<file path="src/design/q2e_pkg.sv">
package q2e_pkg;

  // Working width of the CORDIC datapath (operands normalized below 2^31).
  localparam int unsigned CordW = 34;
  // Angle accumulator width: 2^-22 degree units, 90 degrees fits in 29 bits.
  localparam int unsigned ZW = 32;
  localparam int unsigned TabLen = 32;
  localparam logic [ZW-1:0] Deg90Z = 32'd377487360;

  localparam logic [ZW-1:0] AtanTab [TabLen] = '{
    32'd188743680, 32'd111421900, 32'd58872272, 32'd29884485, 32'd15000234,
    32'd7507429, 32'd3754631, 32'd1877430, 32'd938729, 32'd469366,
    32'd234683, 32'd117342, 32'd58671, 32'd29335, 32'd14668, 32'd7334,
    32'd3667, 32'd1833, 32'd917, 32'd458, 32'd229, 32'd115, 32'd57,
    32'd29, 32'd14, 32'd7, 32'd4, 32'd2, 32'd1, 32'd0, 32'd0, 32'd0
  };

  // Quadrant and sign bookkeeping carried alongside an angle.
  typedef struct packed {
    logic neg_s;
    logic neg_c;
    logic zero;
  } quad_t;

  // One CORDIC lane: x, y, accumulated angle, quadrant info.
  typedef struct packed {
    logic signed [CordW-1:0] x;
    logic signed [CordW-1:0] y;
    logic signed [ZW:0]      z;
    quad_t                   q;
  } lane_t;

  // Pitch side data.
  typedef struct packed {
    logic neg;
    logic sat;
  } pside_t;

  // Cell bundle: three lanes plus pitch side data.
  typedef struct packed {
    lane_t  roll;
    lane_t  yaw;
    lane_t  pitch;
    pside_t ps;
  } cell_t;

endpackage

</file>
<file path="src/design/q2e_cell.sv">
// One CORDIC vectoring step on three lanes; registered hand-off to the next.
module q2e_cell #(
  parameter int unsigned Step = 0
) (
  input  logic            clk_i,
  input  logic            en_i,
  input  q2e_pkg::cell_t  d_i,
  output q2e_pkg::cell_t  q_o
);
  localparam logic [q2e_pkg::ZW-1:0] Ang = q2e_pkg::AtanTab[Step];

  function automatic q2e_pkg::lane_t rotate(q2e_pkg::lane_t l);
    q2e_pkg::lane_t r;
    logic signed [q2e_pkg::CordW-1:0] dx;
    logic signed [q2e_pkg::CordW-1:0] dy;
    dx = l.y >>> Step;
    dy = l.x >>> Step;
    r  = l;
    if (!l.y[q2e_pkg::CordW-1]) begin
      r.x = l.x + dx;
      r.y = l.y - dy;
      r.z = l.z + $signed({1'b0, Ang});
    end else begin
      r.x = l.x - dx;
      r.y = l.y + dy;
      r.z = l.z - $signed({1'b0, Ang});
    end
    return r;
  endfunction

  q2e_pkg::cell_t cell_q;

  always_ff @(posedge clk_i) begin
    if (en_i) begin
      cell_q.roll  <= rotate(d_i.roll);
      cell_q.yaw   <= rotate(d_i.yaw);
      cell_q.pitch <= rotate(d_i.pitch);
      cell_q.ps    <= d_i.ps;
    end
  end

  assign q_o = cell_q;
endmodule

</file>
<file path="config.mk">
export PLATFORM = sky130hd
export DESIGN_NAME = q2e_cell
export DESIGN_NICKNAME = d
export VERILOG_FILES = /design/src/design/q2e_pkg.sv /design/src/design/q2e_cell.sv
export SDC_FILE = /design/constraint.sdc
export NUM_CORES = 1
export LEC_CHECK = 0
export ABC_AREA = 1
export BUFFER_PORTS_ARGS = -buffer_cell sky130_fd_sc_hd__buf_2
export CORE_AREA = 4 4 245 247
export DETAILED_ROUTE_END_ITERATION = 8
export DIE_AREA = 0 0 249 251
export PLACE_DENSITY_LB_ADDON = 0.1
export SLEW_MARGIN = 20
export SYNTH_ARGS = -nofsm -noshare
export SYNTH_HDL_FRONTEND = slang
export SYNTH_SLANG_ARGS = --single-unit
</file>
<file path="constraint.sdc">
create_clock -name clk_i -period 5.4 [get_ports clk_i]
set_input_delay 0.54 -clock clk_i [delete_from_list [all_inputs] [get_ports clk_i]]
set_output_delay 0.54 -clock clk_i [all_outputs]
set_load 0.01 [all_outputs]
</file>
# Yosys cells after proc, flatten, opt, wreduce, memory -nomap -nowiden
# Cells that the tools add are included.
# word_totals
input_bits,316
ff_bits,314
output_inout_bits,314
# op_classes
muxes,3
addsub,15
# op_table
cell,n
101-bit 2-to-1 mux,3
34-bit subtractor,6
34-bit adder,3
33-bit by 29-bit adder with 33-bit output (second input constant),3
33-bit by 29-bit subtractor with 33-bit output (second input constant),3

# Logic depth before layout (Yosys ltp)
# Gate-level depths: netlist (run 1).
# depth
depth_word,2
depth_mapped,18
ltp_nobuf,17

# Worst setup path after synthesis (run 1)
# Ideal clock, no wire load.
# synth_timing
path_type,input-to-reg
start,input d_i[175] in the netlist's numbering
end,"register cell_q (netlist bit q_o[139]), data pin"
stages,11
setup_slack_ps,2853
arrival_ps,2287
path_cell_list,clkbuf_1 > inv_1 > clkbuf_1 > buf_2 > ha_1 > a21oi_1 > o21ai_0 > a21oi_1 > nor2_1 > nor2_1 > xnor2_1
# synth_via
elab_chain_cells,1
# synth_lines
item,line,text
from (decl),q2e_cell.sv:7,"input q2e_pkg::cell_t d_i,"
101-bit 2-to-1 mux,q2e_cell.sv:19,if (!l.y[q2e_pkg::CordW-1]) begin
to (decl),q2e_cell.sv:31,q2e_pkg::cell_t cell_q;
# No other way between the ends.
# A chain may end at the register's enable or synchronous reset.

# Worst setup path after layout (run 1)
# layout_timing
start,input d_i[38] in the netlist's numbering
end,"register cell_q (netlist bit q_o[84]), data pin"
# layout_via
elab_chain_cells,2
# layout_lines
item,line
34-bit adder / 34-bit subtractor (equally long branches),"q2e_cell.sv:20, q2e_cell.sv:24"
101-bit 2-to-1 mux *,q2e_cell.sv:19
# Mark *: on every way between the ends. The rest lies on a longest branch, timed or not.

==> out/qor.yml, run 1 <==
synth_cell_types: 54
synth_compound_area_share_pct: 14.43
hold_start: "d_i[110]"
hold_viol: 0
drv_cap: 0
max_freq_mhz: 409.8
ys_seq_area_share_pct: 28.89
fp.dieW_um: 249
power_density_mw_per_mm2: 249.9
rsz0062_at_grt: "false"
h-tree-depth: 2
cp_max_fo: 5
ys_warn_count: 0
drcViolationCount: 0
clk_pin_slew_worst_paths_ns: 0.07
mostFrequentLayoutCell: "nand2_1"
maxSlewViolCount: 0
drtPass1Iterations: 8
grt-busiest-layer: "met2"
grt_overflow_total: 0
hp-class: "input pin to register"
port_buffers: 629
drive_gt1_share_pct: 16.09
cts_tree: "yes"
syn_inst: 4678
coreArea_mm2: 0.05759
whs_endpoint: "q_o[110]$_DFFE_PP_"
met1_usage_pct: 47.89
leakage_nw: 18.66
finalNetCount: 5874
grt_pass1_vias: 31960
crit_start: "d_i[38]"
drt_iter0_markers: 3755
final_antenna_net_count: 0
period_share_pct: 45.18
ir_worst_vdd_mv: 0.3152
setup_viol: 0
wl_per_cell_um: 20.11
layout.cells.non_filler: 6031
synth_ff_type: "edfxtp_1"
cts_sinks: 311
grtUsageTotal_pct: 36.68
synth_top_area_share_pct: 28.89
hpwl_um: 99950
hold_depth: 1
synth_area_mm2: 0.03233
layout_common_cells: "1221 x nand2_1, 652 x inv_1, 628 x buf_2, 450 x nand3_1, 407 x nor2_1"
cts_buffers: 36
antenna_found_initial: 26
min_period_ns: 2.440
n_fill_cell: 5417
num_io_pins: 630
synth_top_family_by_area: "simple AND/OR/NAND/NOR gates"
slew_headroom_pct: 36.63
cts_hold_buffers: 0
place.detailed.instances: 5946
status: "complete, no violations"
synth-edff-count: 311
avgSynthCellArea_um2: 6.911
rows: 88
grt_pass1_wl_um: 181500
crit_required_ns: 5.73
syn-num-nets: 5333
synthAdderAreaFrac_pct: 13.40
grt_use_met2_pct: 59.30
place_congestion: 1.030
cts_setup_buffers: 0
synth_area_leaders: "edfxtp_1 29%, nand2_1 14%, ha_1 13%, inv_1 7.6%, nand3_1 7.0%"
regArea_mm2: 0.009339
synth_area_leader_cell: "edfxtp_1"
dieArea_mm2: 0.06250
synth-async-reset-ratio_pct: 0
die_h_um: 251
clock_path_buffers: 3
area_delta_synth_final_pct: 14.18
synth_xor_area_share_pct: 2.817
vias: 34250
drt-total-wl_um: 121300
grt_util_met3_pct: 8.038
multiInputGateArea_mm2: 0.01961
cp-start-kind: "input pin"
post_cts_resized: 0
yosys-mux-area-fraction_pct: 0.06192
arrival_ns: 2.77
grt_max_degree: 128
yosys_register_bits: 311
via_per_inst: 5.679
tightest_slew_ns: 0.9505
whs_ns: 0.1266
cp-end-kind: "register"
largest_reg_flops: 311
power.total_mw: 9.226
tns_ns: 0
path_class: "input pin to register"
cts_root_buf: "clkbuf_16"
synthSimpleGateAreaFrac_pct: 29.93
initial_core_util_pct: 56.14
layer usage:
metal,up-vias,wire (um)
met5,-,108
met2,1805,54300
met3,314,12680
met4,14,5828
met1,15650,48380
li1,16470,-
layout make-up:
class | instances | area share (%)
antenna | 20 | 0.1356
clock buffer | 42 | 2.501
clock inverter | 23 | 0.7084
inverter | 674 | 6.867
multi-input combinational | 3559 | 53.11
sequential | 311 | 25.30
tap | 765 | 2.593
timing repair buffer | 637 | 8.786
synthesized netlist by cell type, types with 12 or more instances:
master / count
nand3_1: 450
inv_1: 654
o31ai_1: 15
o21ai_1: 39
nand4_1: 34
o211ai_1: 18
clkbuf_1: 28
nand2_2: 30
buf_4: 61
nor2_1: 407
o22ai_1: 23
o21bai_1: 35
xnor2_1: 14
nor2_2: 29
buf_2: 30
fa_1: 12
xor2_1: 90
edfxtp_1: 311
o21ai_0: 242
a21oi_2: 17
nor3_1: 39
a21oi_1: 386
a21o_1: 32
inv_2: 17
nand2_1: 1221
ha_1: 327
per-stage QoR:
| step | setup WS (ns) | utilization (%) | instance area (um^2) |
|---|---|---|---|
| after global placement | 2.473 | 61.96 | 35680 |
| after floorplan | 2.853 | - | 32330 |
| after global routing | 2.774 | 64.06 | 36890 |
| final | 2.960 | 64.10 | 36910 |
| after CTS | 3.046 | 64.02 | 36860 |
| after detailed placement | 2.462 | 61.96 | 35680 |
report_power, final:
part	internal (mW)	switching, mW	leakage [nW]
Clock	1.44	1.10	0.564
Combinational	1.11	2.40	15.1
Sequential	3.06	0.109	3.04
worst max-delay path, cell delays in order:
cell     delay (ns)
buf_2          0.12
ha_1           0.31
fa_1           0.51
inv_1          0.09
nor2_1         0.04
nor2_1         0.27
inv_1          0.13
nand2_1        0.07
nand2_1        0.09
xor2_1         0.16
o21ai_0        0.42
logic make-up after synthesis:
group,after synthesis
buf+inv,808
simple gates,2273
fa+ha+maj,339
xor+xnor,104
flops,311
compound gates,841
mux,2
how the worst max path moves through the flow:
stage | to | slack [ns] | cells after the start
floorplan | q_o[139]$_DFFE_PP_ | 2.85 | 11
global placement | q_o[84]$_DFFE_PP_ | 2.47 | 11
detailed placement | q_o[84]$_DFFE_PP_ | 2.46 | 11
CTS | q_o[50]$_DFFE_PP_ | 3.05 | 11
global route | q_o[200]$_DFFE_PP_ | 2.77 | 14
finish | q_o[84]$_DFFE_PP_ | 2.96 | 11
Power figures use the tool's default switching activity.
==> run 2: changes to the inputs <==
- CORE_AREA: 4 4 245 247 -> default
- CORE_MARGIN: default -> 4
- CORE_UTILIZATION: default -> 58
- DIE_AREA: 0 0 249 251 -> default
- clock period: 5.4 -> 2.5 ns (I/O delays scaled with it)
==> out/qor.yml, run 2 (synthesis gave the netlist of run 1 again) <==
cp-end-kind: "register"
area_delta_synth_final_pct: 22.87
power_density_mw_per_mm2: 520.3  # +110%
coreArea_mm2: 0.05509  # -4.3%
dieArea_mm2: 0.05958  # -4.7%
dp_worst_setup_slack_ns: -0.08414  # -2.546 ns
wl_per_cell_um: 19.93  # -0.90%
port_buffers: 629  # unchanged
fp.dieW_um: 244.1  # -2.0%
finalNetCount: 6225  # +6.0%
vias: 36330  # +6.1%
tns_ns: 0  # unchanged
crit_required_ns: 2.82  # -2.91 ns
grt_max_degree: 71  # -45%
arrival_ns: 2.39  # -0.38 ns
leakage_nw: 20.32  # +8.9%
largest_reg_flops: 311  # unchanged
cts_tree: "yes"
h-tree-depth: 2  # unchanged
min_period_ns: 2.067
whs_ns: 0.04583  # -0.08072 ns
whs_endpoint: "q_o[209]$_DFFE_PP_"
clock_path_buffers: 3  # unchanged
status: "complete, no violations"
path_class: "input pin to register"
cts_buffers: 37  # +2.8%
p_int_mw: 12.57  # +120%
drtPass1Iterations: 7  # -1
rows: 86  # -2.3%
die_h_um: 244.1  # -2.7%
ir_worst_vdd_mv: 0.5442  # +73%
max_freq_mhz: 483.7
layout_common_cells: "1221 x nand2_1, 652 x inv_1, 628 x buf_2, 450 x nand3_1, 407 x nor2_1"
drive_gt1_share_pct: 19.89  # +3.8 points
antenna_found_initial: 22  # -15%
cts_root_buf: "clkbuf_16"
topRoutingLayerUsed: "met5"
tightest_slew_ns: 0.8011  # -0.1493 ns
cts_sinks: 311  # unchanged
drcViolationCount: 0  # unchanged
hold_depth: 3  # +2
place_congestion: 1.060  # +2.9%
sequentialPowerShare_pct: 33.1  # -1.3 points
wl_met1_um: 47660  # -1.5%
grtUsageTotal_pct: 40.42  # +3.7 points
period_share_pct: 82.69
grt_pass1_wl_um: 189700  # +4.5%
p_sw_mw: 8.095  # +120%
drt_iter0_markers: 3668  # -2.3%
initial_core_util_pct: 58.68  # +2.5 points
setup_viol: 0  # unchanged
pwr-share-comb_pct: 40.7  # +2.6 points
via_per_inst: 5.715  # +0.62%
cp-start-kind: "input pin"
hp-class: "input pin to register"
num_io_pins: 630  # unchanged
clkPwrFrac_pct: 26.2  # -1.3 points
final_antenna_net_count: 0  # unchanged
grt_pass1_vias: 34280  # +7.2%
routed-wl-met2_um: 56640  # +4.3%
setup_ws_ns: 0.4327  # -2.527 ns
rsz0062_at_grt: "false"
hold_viol: 0  # unchanged
drv_cap: 0  # unchanged
switching_share_pct: 39.17  # about the same
grt_overflow_total: 0  # unchanged
clk_pin_slew_worst_paths_ns: 0.06  # about the same
slew_headroom_pct: 46.59  # +10 points
mostFrequentLayoutCell: "nand2_1"
hold_start: "d_i[209]"
cp_max_fo: 4  # -1
drt-total-wl_um: 126700  # +4.5%
hpwl_um: 102800  # +2.8%
dr_wl_met3_um: 15320  # +21%
maxSlewViolCount: 0  # unchanged
## run 2: power groups by stage
stage	combinational [mW]	clock, mW	sequential [mW]
after floorplan	4.33	0	7.26
after global placement	7.92	0	6.90
after detailed placement	8.01	0	6.92
after CTS	8.16	5.37	6.83
after global routing	9.09	5.62	6.89
final	8.41	5.41	6.85
## run 2: area by class of cell
cell class	instances	area [um^2]
Multi-Input combinational cell	3559	19610
Fill cell	4786	15370
Sequential cell	311	9339
Timing Repair Buffer	987	6126
Inverter	674	2535
Clock buffer	43	948.4
Tap cell	748	935.9
Clock inverter	22	200.2
Antenna cell	14	35.03
## run 2: worst max-delay path: stages
cell and delay [ns]:
buf_2 0.14, inv_1 0.06, ha_1 0.24, fa_1 0.44
o21ai_1 0.41, nand2_1 0.13, nand2_1 0.15, nand2_1 0.09
nand2_1 0.14, nand2_1 0.09, nand2_1 0.08, nand2_1 0.04
nand3_1 0.07, nand2_1 0.07
## run 2: through the flow
step           power, mW  area [um^2]  util (%)  cells
5_1_grt            21.61        39700     72.07   6350
2_1_floorplan      11.60        32330         -   4678
6_report           20.67        39720     72.10   6358
3_3_place_gp       14.82        37770     68.56   6202
3_5_place_dp       14.93        37770     68.56   6202
4_1_cts            20.36        39690     72.04   6344
## run 2: worst max-delay path by stage
stage                        start                 end  cells after the start
final                     d_i[246]  q_o[278]$_DFFE_PP_                     14
after global routing       d_i[41]  q_o[101]$_DFFE_PP_                     14
after CTS                 d_i[246]  q_o[278]$_DFFE_PP_                     14
after detailed placement  d_i[246]  q_o[278]$_DFFE_PP_                     14
after global placement    d_i[246]  q_o[278]$_DFFE_PP_                     14
after floorplan           d_i[175]  q_o[139]$_DFFE_PP_                     11
## run 2: what timing repair did
action | in CTS | in global routing
setup buffers | 0 | 0
endpoints found under the setup margin | 0 | 0
endpoints found under the hold margin | 77 | 0
hold buffers | 77 | 0
resized for setup | 0 | 0
## run 2: layer usage
metal  up-vias  global-route usage, %
met2      2166                  66.10
met4        20                  17.57
met1     16510                  50.40
met5         -                      0
met3       465                  10.93
li1      17170                      -
