$ cat src/design/q2e_pkg.sv
package q2e_pkg;

  // Working width of the CORDIC datapath (operands normalized below 2^31).
  localparam int unsigned CordW = 34;
  // Angle accumulator width: 2^-22 degree units, 90 degrees fits in 29 bits.
  localparam int unsigned ZW = 32;
  localparam int unsigned TabLen = 32;
  localparam logic [ZW-1:0] Deg90Z = 32'd377487360;

  localparam logic [ZW-1:0] AtanTab [TabLen] = '{
    32'd188743680, 32'd111421900, 32'd58872272, 32'd29884485, 32'd15000234,
    32'd7507429, 32'd3754631, 32'd1877430, 32'd938729, 32'd469366,
    32'd234683, 32'd117342, 32'd58671, 32'd29335, 32'd14668, 32'd7334,
    32'd3667, 32'd1833, 32'd917, 32'd458, 32'd229, 32'd115, 32'd57,
    32'd29, 32'd14, 32'd7, 32'd4, 32'd2, 32'd1, 32'd0, 32'd0, 32'd0
  };

  // Quadrant and sign bookkeeping carried alongside an angle.
  typedef struct packed {
    logic neg_s;
    logic neg_c;
    logic zero;
  } quad_t;

  // One CORDIC lane: x, y, accumulated angle, quadrant info.
  typedef struct packed {
    logic signed [CordW-1:0] x;
    logic signed [CordW-1:0] y;
    logic signed [ZW:0]      z;
    quad_t                   q;
  } lane_t;

  // Pitch side data.
  typedef struct packed {
    logic neg;
    logic sat;
  } pside_t;

  // Cell bundle: three lanes plus pitch side data.
  typedef struct packed {
    lane_t  roll;
    lane_t  yaw;
    lane_t  pitch;
    pside_t ps;
  } cell_t;

endpackage

$ cat src/design/q2e_isqrt.sv
// Pipelined integer square root: one result bit per stage, 31 stages.
module q2e_isqrt (
  input  logic        clk_i,
  input  logic        en_i,
  input  logic [61:0] v_i,
  input  logic [31:0] a_i,
  input  q2e_pkg::pside_t ps_i,
  output logic [30:0] root_o,
  output logic [31:0] a_o,
  output q2e_pkg::pside_t ps_o
);
  localparam int unsigned N = 31;

  logic [62:0] rem_q  [N+1];
  logic [30:0] res_q  [N+1];
  logic [31:0] a_q    [N+1];
  q2e_pkg::pside_t ps_q [N+1];

  assign rem_q[0] = {1'b0, v_i};
  assign res_q[0] = '0;
  assign a_q[0]   = a_i;
  assign ps_q[0]  = ps_i;

  for (genvar k = 0; k < N; k++) begin : g_st
    localparam int unsigned B = N - 1 - k;
    logic [62:0] trial;
    logic [62:0] rem_d;
    logic [30:0] res_d;
    logic [62:0] rem_r;
    logic [30:0] res_r;
    logic [31:0] a_r;
    q2e_pkg::pside_t ps_r;
    // Trial: (2*res + 2^B) * 2^B compared with the remainder.
    assign trial = ({32'd0, res_q[k]} << (B + 1)) + (63'd1 << (2 * B));
    always_comb begin
      if (rem_q[k] >= trial) begin
        rem_d = rem_q[k] - trial;
        res_d = res_q[k] | (31'd1 << B);
      end else begin
        rem_d = rem_q[k];
        res_d = res_q[k];
      end
    end
    always_ff @(posedge clk_i) begin
      if (en_i) begin
        rem_r <= rem_d;
        res_r <= res_d;
        a_r   <= a_q[k];
        ps_r  <= ps_q[k];
      end
    end
    assign rem_q[k+1] = rem_r;
    assign res_q[k+1] = res_r;
    assign a_q[k+1]   = a_r;
    assign ps_q[k+1]  = ps_r;
  end

  assign root_o = res_q[N];
  assign a_o    = a_q[N];
  assign ps_o   = ps_q[N];
endmodule

$ cat config.mk
export PLATFORM = sky130hd
export DESIGN_NAME = q2e_isqrt
export DESIGN_NICKNAME = d
export VERILOG_FILES = /design/src/design/q2e_pkg.sv /design/src/design/q2e_isqrt.sv
export SDC_FILE = /design/constraint.sdc
export NUM_CORES = 2
export LEC_CHECK = 0
export ABC_CLOCK_PERIOD_IN_PS = 7000
export BUFFER_PORTS_ARGS = -buffer_cell sky130_fd_sc_hd__buf_2
export CAP_MARGIN = 20
export CORE_MARGIN = 4
export CORE_UTILIZATION = 30
export DETAILED_ROUTE_END_ITERATION = 10
export HOLD_SLACK_MARGIN = 0.15
export PLACE_DENSITY = 0.5
export SKIP_CTS_REPAIR_TIMING = 1
export SLEW_MARGIN = 20
export SYNTH_ARGS = -nofsm -noshare
export SYNTH_HDL_FRONTEND = slang
export SYNTH_SLANG_ARGS = --single-unit
$ cat constraint.sdc
create_clock -name clk_i -period 7 [get_ports clk_i]
set_clock_uncertainty 0.15 [all_clocks]
set_input_delay 0.7 -clock clk_i [delete_from_list [all_inputs] [get_ports clk_i]]
set_output_delay 0.7 -clock clk_i [all_outputs]
set_load 0.02 [all_outputs]
# ---- After elaboration in Yosys (flattened, before gate mapping)
# Index checks and enable logic that the tools add are counted.
# Widths: inputs -> output; s select.
dict set report word_totals {
  register_bits 3905
  latchBits 0
  ramBits 0
  mem_bits_ro 0
  in_bits 98
  output_inout_bits 65
  elab_cells 307
  mem_count 0
}
dict set report op_classes {
  addsub 60
  n_mul 0
  n_div 0
  order_cmp 31
  n_eq_ne 0
  shift 0
  n_mux 31
  bitwise_logic 0
  reduce_logical 0
}
# op n
set op_table {}
lappend op_table {{$mux 63} 29}
lappend op_table {{$ge 63x33->1} 1}
lappend op_table {{$ge 63x34->1} 1}
lappend op_table {{$ge 63x35->1} 1}
lappend op_table {{$ge 63x36->1} 1}
lappend op_table {{$ge 63x37->1} 1}
lappend op_table {{$ge 63x38->1} 1}
lappend op_table {{$ge 63x39->1} 1}
lappend op_table {{$ge 63x40->1} 1}
lappend op_table {{$ge 63x41->1} 1}
lappend op_table {{$ge 63x42->1} 1}
lappend op_table {{$ge 63x43->1} 1}
lappend op_table {{$ge 63x44->1} 1}
lappend op_table {{$ge 63x45->1} 1}
lappend op_table {{$ge 63x46->1} 1}
lappend op_table {{$ge 63x47->1} 1}
lappend op_table {{$ge 63x48->1} 1}
lappend op_table {{$ge 63x49->1} 1}
lappend op_table {{$ge 63x50->1} 1}
lappend op_table {{$ge 63x51->1} 1}
lappend op_table {{$ge 63x52->1} 1}
lappend op_table {{$ge 63x53->1} 1}
lappend op_table {{$ge 63x54->1} 1}
lappend op_table {{$ge 63x55->1} 1}
lappend op_table {{other kinds (70)} 70}

# ---- Depth between registers and ports, before layout
dict set report depth {
  depth_word 3
  ltp_mapped 15
}

# ---- Worst setup path before layout
# No wires, ideal clock.
dict set report synth_path {
  kind {reg2reg}
  from {reg g_st[24].rem_r[12]}
  to {reg g_st[25].rem_r[54] (data pin)}
  t_arrival_ps 3251
  required_ps 6583
  setup_slack_ps 3332
  stages_incl_launch_ff 11
  path_buffers 0
  cell_sequence {edfxtp_1 ha_1 nor2b_1 o31a_1 o31a_1 a311o_1 a2111oi_1 o31ai_1 a2111oi_2 nor4b_2 xor2_1}
}
dict set report synth_between {
  elab_chain_cells 2
  elab_cells_between_ends 3
}
# element line
set synth_rtl {}
lappend synth_rtl {{start: declaration} q2e_isqrt.sv:29} ;# logic [62:0] rem_r;
lappend synth_rtl {{start signal: assignment} q2e_isqrt.sv:46} ;# rem_r <= rem_d;
lappend synth_rtl {{$sub 63x38->63 or $ge 63x38->1 (tied branches)} {q2e_isqrt.sv:37, q2e_isqrt.sv:36}}
lappend synth_rtl {{$mux 63 (*)} q2e_isqrt.sv:36} ;# if (rem_q[k] >= trial) begin
lappend synth_rtl {{named net g_st[25].rem_d[54]} q2e_isqrt.sv:27} ;# logic [62:0] rem_d;
lappend synth_rtl {{end signal: assignment} q2e_isqrt.sv:46}
lappend synth_rtl {{end: declaration} q2e_isqrt.sv:29}
# The timed path passes the listed nets; every way through them passes the cells marked *.
# A chain may end at the register's enable or synchronous reset.

# ---- Worst setup path after layout
dict set report layout_path {
  from {reg g_st[20].rem_r[22]}
  to {reg g_st[21].rem_r[59] (data pin)}
}
dict set report layout_between {
  elab_chain_cells 2
  elab_cells_between_ends 3
}
# element line
set layout_rtl {}
lappend layout_rtl {{start: declaration} q2e_isqrt.sv:29}
lappend layout_rtl {{start signal: assignment} q2e_isqrt.sv:46}
lappend layout_rtl {{$sub 63x42->63 or $ge 63x42->1 (tied branches)} {q2e_isqrt.sv:37, q2e_isqrt.sv:36}}
lappend layout_rtl {{$mux 63 (*)} q2e_isqrt.sv:36}
lappend layout_rtl {{named net g_st[21].rem_d[59]} q2e_isqrt.sv:27}
lappend layout_rtl {{end signal: assignment} q2e_isqrt.sv:46}
lappend layout_rtl {{end: declaration} q2e_isqrt.sv:29}
# Marks and branches as above.

==> report_table.html <==
<table>
<tr><th>Metric</th><th>Value</th></tr>
<tr><th colspan="2">Yosys</th></tr>
<tr><td>Summed instance area of the synthesized netlist</td><td>between 100000 and 150000 um2</td></tr>
<tr><td>Syn_area_per_cell</td><td>around 14 um2</td></tr>
<tr><td>Dominant register cell in the synthesized netlist</td><td>sky130_fd_sc_hd__edfxtp_1</td></tr>
<tr><td>Share of synthesized area occupied by flip-flops and latches</td><td>0.705</td></tr>
<tr><td>Post-synthesis instance total</td><td>between 10000 and 15000</td></tr>
<tr><td>Post-synth ARST share</td><td>0</td></tr>
<tr><td>Top post-synthesis cells by area</td><td>sky130_fd_sc_hd__edfxtp_1 70%, sky130_fd_sc_hd__ha_1 4.5%, sky130_fd_sc_hd__xnor2_1 2.7%</td></tr>
<tr><td>Flip-flop and latch count after synthesis</td><td>3440</td></tr>
<tr><td>Post-synth net total</td><td>around 11000</td></tr>
<tr><td>Area share of the largest cell type after synthesis</td><td>0.705</td></tr>
<tr><td>Yosys warning count</td><td>0</td></tr>
<tr><td>Cell types with the highest counts after synthesis</td><td>3440 x sky130_fd_sc_hd__edfxtp_1, 660 x sky130_fd_sc_hd__inv_1, 628 x sky130_fd_sc_hd__nand2_1</td></tr>
<tr><td>Cell with the most instances after synthesis</td><td>sky130_fd_sc_hd__edfxtp_1</td></tr>
<tr><td>EDFF count, synth</td><td>approximately 3400</td></tr>
<tr><td>Post-synthesis cell type count</td><td>slightly above 100</td></tr>
<tr><td>Dominant cell type by area after synthesis</td><td>sky130_fd_sc_hd__edfxtp_1</td></tr>
<tr><th colspan="2">Global route</th></tr>
<tr><td>Pin count of the biggest net entering global routing</td><td>between 150 and 200</td></tr>
<tr><td>Overall fraction of global-route tracks in use</td><td>0.131</td></tr>
<tr><td>Number of global-route vias before repair</td><td>between 80000 and 90000</td></tr>
<tr><td>Wire length of the first global-routing pass</td><td>between 500000 and 600000 um</td></tr>
<tr><td>Number of antenna violations at the first check in global routing</td><td>5</td></tr>
<tr><td>Total global routing overflow</td><td>0</td></tr>
<tr><th colspan="2">Critical path</th></tr>
<tr><td>Req. time, crit path</td><td>between 7000 and 8000 ps</td></tr>
<tr><td>Cell mode on critical path</td><td>sky130_fd_sc_hd__or4_1</td></tr>
<tr><td>Crit-path max FO</td><td>48</td></tr>
<tr><td>Crit-path cells</td><td>ha_1, or4b_2, nor4_1, and4_1, a211oi_1, o2111ai_1, nand2_1, buf_4, or4_1, or4_1, xnor2_1</td></tr>
<tr><td>Combined buffer and inverter count along the critical path</td><td>1</td></tr>
<tr><td>Highest cell delay on the worst timing path</td><td>around 950 ps</td></tr>
<tr><td>Setup slack on the worst flop-to-flop path</td><td>1970 ps</td></tr>
<tr><td>Highest-delay cell along the critical path</td><td>sky130_fd_sc_hd__nor4_1</td></tr>
<tr><td>End of the worst register-to-register path</td><td>g_st[21].rem_r[59]</td></tr>
<tr><td>Startpoint of the most critical register-to-register path</td><td>g_st[20].rem_r[22]</td></tr>
<tr><td>Type of the setup path with the least slack</td><td>flip-flop to flip-flop</td></tr>
<tr><td>Kind of start point of the critical path</td><td>flip-flop</td></tr>
<tr><td>Crit. End Element</td><td>flip-flop</td></tr>
<tr><td>Data arrival time of the critical path</td><td>5610 ps</td></tr>
<tr><td>CP delay by family, top</td><td>simple AND/OR/NAND/NOR gates</td></tr>
<tr><td>Reg2Reg Depth</td><td>11</td></tr>
<tr><th colspan="2">Clock tree</th></tr>
<tr><td>Maximum level of the CTS H-tree</td><td>5</td></tr>
<tr><td>Number of buffers created by CTS</td><td>386</td></tr>
<tr><td>Clock tree from TritonCTS</td><td>built</td></tr>
<tr><td>Buffer cell driving the clock tree root</td><td>sky130_fd_sc_hd__clkbuf_16</td></tr>
<tr><td>Clk buf depth</td><td>4</td></tr>
<tr><td>Clk sink count</td><td>~3400</td></tr>
<tr><td>Clock transition at the register clock pins on the worst setup and hold paths after CTS</td><td>approximately 60 ps</td></tr>
<tr><td>Clock insertion delay at the later pin of the skew report</td><td>slightly above 1000 ps</td></tr>
<tr><th colspan="2">Pwr</th></tr>
<tr><td>Post-layout total power</td><td>56.4 mW</td></tr>
<tr><td>Static leakage</td><td>about 60 nW</td></tr>
<tr><td>Power per Cell Area</td><td>roughly 330 nW/um2</td></tr>
<tr><td>Peak supply drop</td><td>0.226 mV</td></tr>
<tr><th colspan="2">Drt</th></tr>
<tr><td>Via-per-instance ratio</td><td>roughly 4.8</td></tr>
<tr><td>Detailed-route wire length</td><td>between 300000 and 400000 um</td></tr>
<tr><td>Routed length per instance</td><td>19.3 um</td></tr>
<tr><td>Routed Antenna Nets</td><td>0</td></tr>
<tr><td>Number of violations reported at the end of detailed-routing iteration 0</td><td>~6400</td></tr>
<tr><td>DRC Markers</td><td>0</td></tr>
<tr><td>Total number of vias</td><td>83200</td></tr>
<tr><td>Number of optimization iterations in the first detailed-route pass</td><td>6</td></tr>
<tr><th colspan="2">Floorplan</th></tr>
<tr><td>Chip Width</td><td>around 700 um</td></tr>
<tr><td>Row cnt</td><td>256</td></tr>
<tr><td>Number of primary I/O pins</td><td>163</td></tr>
<tr><td>Initial core utilization</td><td>0.301</td></tr>
<tr><td>Area inside the core boundary</td><td>roughly 500000 um2</td></tr>
<tr><td>Die Ht</td><td>a little over 700 um</td></tr>
<tr><td>Total Die Area</td><td>roughly 500000 um2</td></tr>
<tr><th colspan="2">Place</th></tr>
<tr><td>Placed Cells incl. Taps</td><td>~17000</td></tr>
<tr><td>HPWL after detailed placement</td><td>~240000 um</td></tr>
<tr><td>Final estimated routing congestion in global placement</td><td>0.922</td></tr>
<tr><td>Area of placed instances</td><td>roughly 160000 um2</td></tr>
<tr><td>Count of buffers inserted at the top-level ports</td><td>around 160</td></tr>
<tr><th colspan="2">STA</th></tr>
<tr><td>Setup violations, final</td><td>0</td></tr>
<tr><td>Highest Clock Rate</td><td>between 150 and 200 MHz</td></tr>
<tr><td>Setup repair after global routing missed its margin</td><td>no</td></tr>
<tr><td>Slew at the pin closest to its max-slew limit</td><td>between 1000 and 1500 ps</td></tr>
<tr><td>Pins over their slew limit</td><td>0</td></tr>
<tr><td>Number of failing hold endpoints at the final stage</td><td>0</td></tr>
<tr><td>Tightest slew margin relative to the limit</td><td>0.205</td></tr>
<tr><td>Final period utilization</td><td>0.718</td></tr>
<tr><td>Setup total negative slack</td><td>0 ps</td></tr>
<tr><td>Clock period minus worst slack</td><td>~5000 ps</td></tr>
<tr><th colspan="2">Flow run</th></tr>
<tr><td>Number of violations of the max-capacitance limit</td><td>0</td></tr>
<tr><th colspan="2">Hold path</th></tr>
<tr><td>Worst min-delay path startpoint</td><td>g_st[27].res_r[8]</td></tr>
<tr><td>Worst hold path cell count</td><td>0</td></tr>
<tr><td>Worst-case hold path end point</td><td>g_st[28].res_r[8]</td></tr>
<tr><td>Worst hold path type</td><td>flip-flop to flip-flop</td></tr>
<tr><th colspan="2">Cells and area</th></tr>
<tr><td>Layout Area Growth over Synthesis</td><td>15.8%</td></tr>
<tr><td>Layout cell share with drive strength beyond 1</td><td>0.0900</td></tr>
<tr><td>Share of the core filled with cells in the final layout</td><td>0.349</td></tr>
<tr><td>Post-Layout Inst Area</td><td>around 170000 um2</td></tr>
<tr><td>Post-layout net count</td><td>around 11000</td></tr>
<tr><td>Filler-free cell count of the finished design</td><td>around 18000</td></tr>
<tr><th colspan="2">Run status</th></tr>
<tr><td>Outcome</td><td>completed</td></tr>
</table>
where the power goes:
group	switching [mW]	total, mW	internal (mW)
clock network	8.50	20.6	12.1
logic	5.32	8.78	3.46
registers	1.58	27.0	25.4
worst max path at each step:
stage | start | to | slack, ps | cells after the start
2_1_floorplan | g_st[24].rem_r[12] | g_st[25].rem_r[54] | 3330 | 10
3_3_place_gp | g_st[20].rem_r[22] | g_st[21].rem_r[59] | 2240 | 11
3_5_place_dp | g_st[25].rem_r[10] | g_st[26].rem_r[40] | 2180 | 10
4_1_cts | g_st[25].rem_r[10] | g_st[26].rem_r[40] | 2020 | 10
5_1_grt | g_st[25].rem_r[10] | g_st[26].rem_r[40] | 1690 | 10
6_report | g_st[20].rem_r[22] | g_st[21].rem_r[59] | 1970 | 11
per-stage QoR:
stage / hold WS, ps / worst slack, ps
floorplan: 250 / 3330
global placement: 250 / 2240
detailed placement: 255 / 2180
CTS: -440 / 2020
global route: 159 / 1690
finish: 209 / 1970
cell type report:
| type | count | area, um2 |
|---|---|---|
| clock buffers | 452 | 9970 |
| inverters | 666 | 2500 |
| multi-input cells | 5914 | 40100 |
| well taps | 6450 | 8070 |
| repair buffers | 341 | 2670 |
| diodes | 4 | 10.0 |
| clock inverters | 256 | 3070 |
| flip-flops and latches | 3440 | 103000 |
| fillers | 46300 | 317000 |
per-layer routing:
metal	vias up	routed length (um)	global-route usage
met3	666	16100	0.0220
met1	40600	139000	0.159
met5	-	0	0
met2	2116	170000	0.234
met4	0	12800	0.0482
li1	39900	-	-
cells in the final DEF, fill, tap and decap left out, types with 31 or more instances in the layout:
cell	instances
sky130_fd_sc_hd__bufinv_16	49
sky130_fd_sc_hd__a21o_1	197
sky130_fd_sc_hd__buf_2	161
sky130_fd_sc_hd__o21ai_0	429
sky130_fd_sc_hd__nand3_1	149
sky130_fd_sc_hd__or2_2	41
sky130_fd_sc_hd__mux2_2	59
sky130_fd_sc_hd__nor2b_1	76
sky130_fd_sc_hd__clkinv_2	57
sky130_fd_sc_hd__a31oi_1	47
sky130_fd_sc_hd__nor3_1	241
sky130_fd_sc_hd__a21boi_0	33
sky130_fd_sc_hd__o21a_1	96
sky130_fd_sc_hd__nor4b_1	47
sky130_fd_sc_hd__nand3b_1	31
sky130_fd_sc_hd__and2_1	32
sky130_fd_sc_hd__nand4_1	160
sky130_fd_sc_hd__clkinv_1	76
sky130_fd_sc_hd__xor2_1	407
sky130_fd_sc_hd__clkbuf_1	63
sky130_fd_sc_hd__a211oi_1	35
sky130_fd_sc_hd__nor4_1	332
sky130_fd_sc_hd__nor2_1	564
sky130_fd_sc_hd__or4_1	83
sky130_fd_sc_hd__xnor2_1	447
sky130_fd_sc_hd__ha_1	525
sky130_fd_sc_hd__clkbuf_16	389
sky130_fd_sc_hd__or3_1	85
sky130_fd_sc_hd__nand2b_1	97
sky130_fd_sc_hd__edfxtp_1	3440
sky130_fd_sc_hd__and3_1	37
sky130_fd_sc_hd__a21oi_1	535
sky130_fd_sc_hd__dlygate4sd3_1	98
sky130_fd_sc_hd__o31ai_1	54
sky130_fd_sc_hd__inv_1	660
sky130_fd_sc_hd__nand2_1	628
sky130_fd_sc_hd__o21bai_1	46
sky130_fd_sc_hd__buf_4	61
cells by family after synthesis:
| family | count (synthesis) | share of synthesized area |
|---|---|---|
| multiplexers | 78 | 0.00589 |
| adder cells (fa/ha/maj) | 525 | 0.0448 |
| AND/OR/NAND/NOR | 2737 | 0.0976 |
| flip-flops | 3440 | 0.705 |
| XOR/XNOR | 854 | 0.0510 |
| AO/OA/AOI/OAI | 1720 | 0.0733 |
| buffers and inverters | 859 | 0.0225 |
state kept, by name, indices dropped and copies added (netlist names):
signal and count:
root_o 31, ps_o 2, g_st.rem_r 1890, g_st.a_r 960, g_st.res_r 465, g_st.ps_r 60, a_o 32
(Power assumes the default switching activity.)
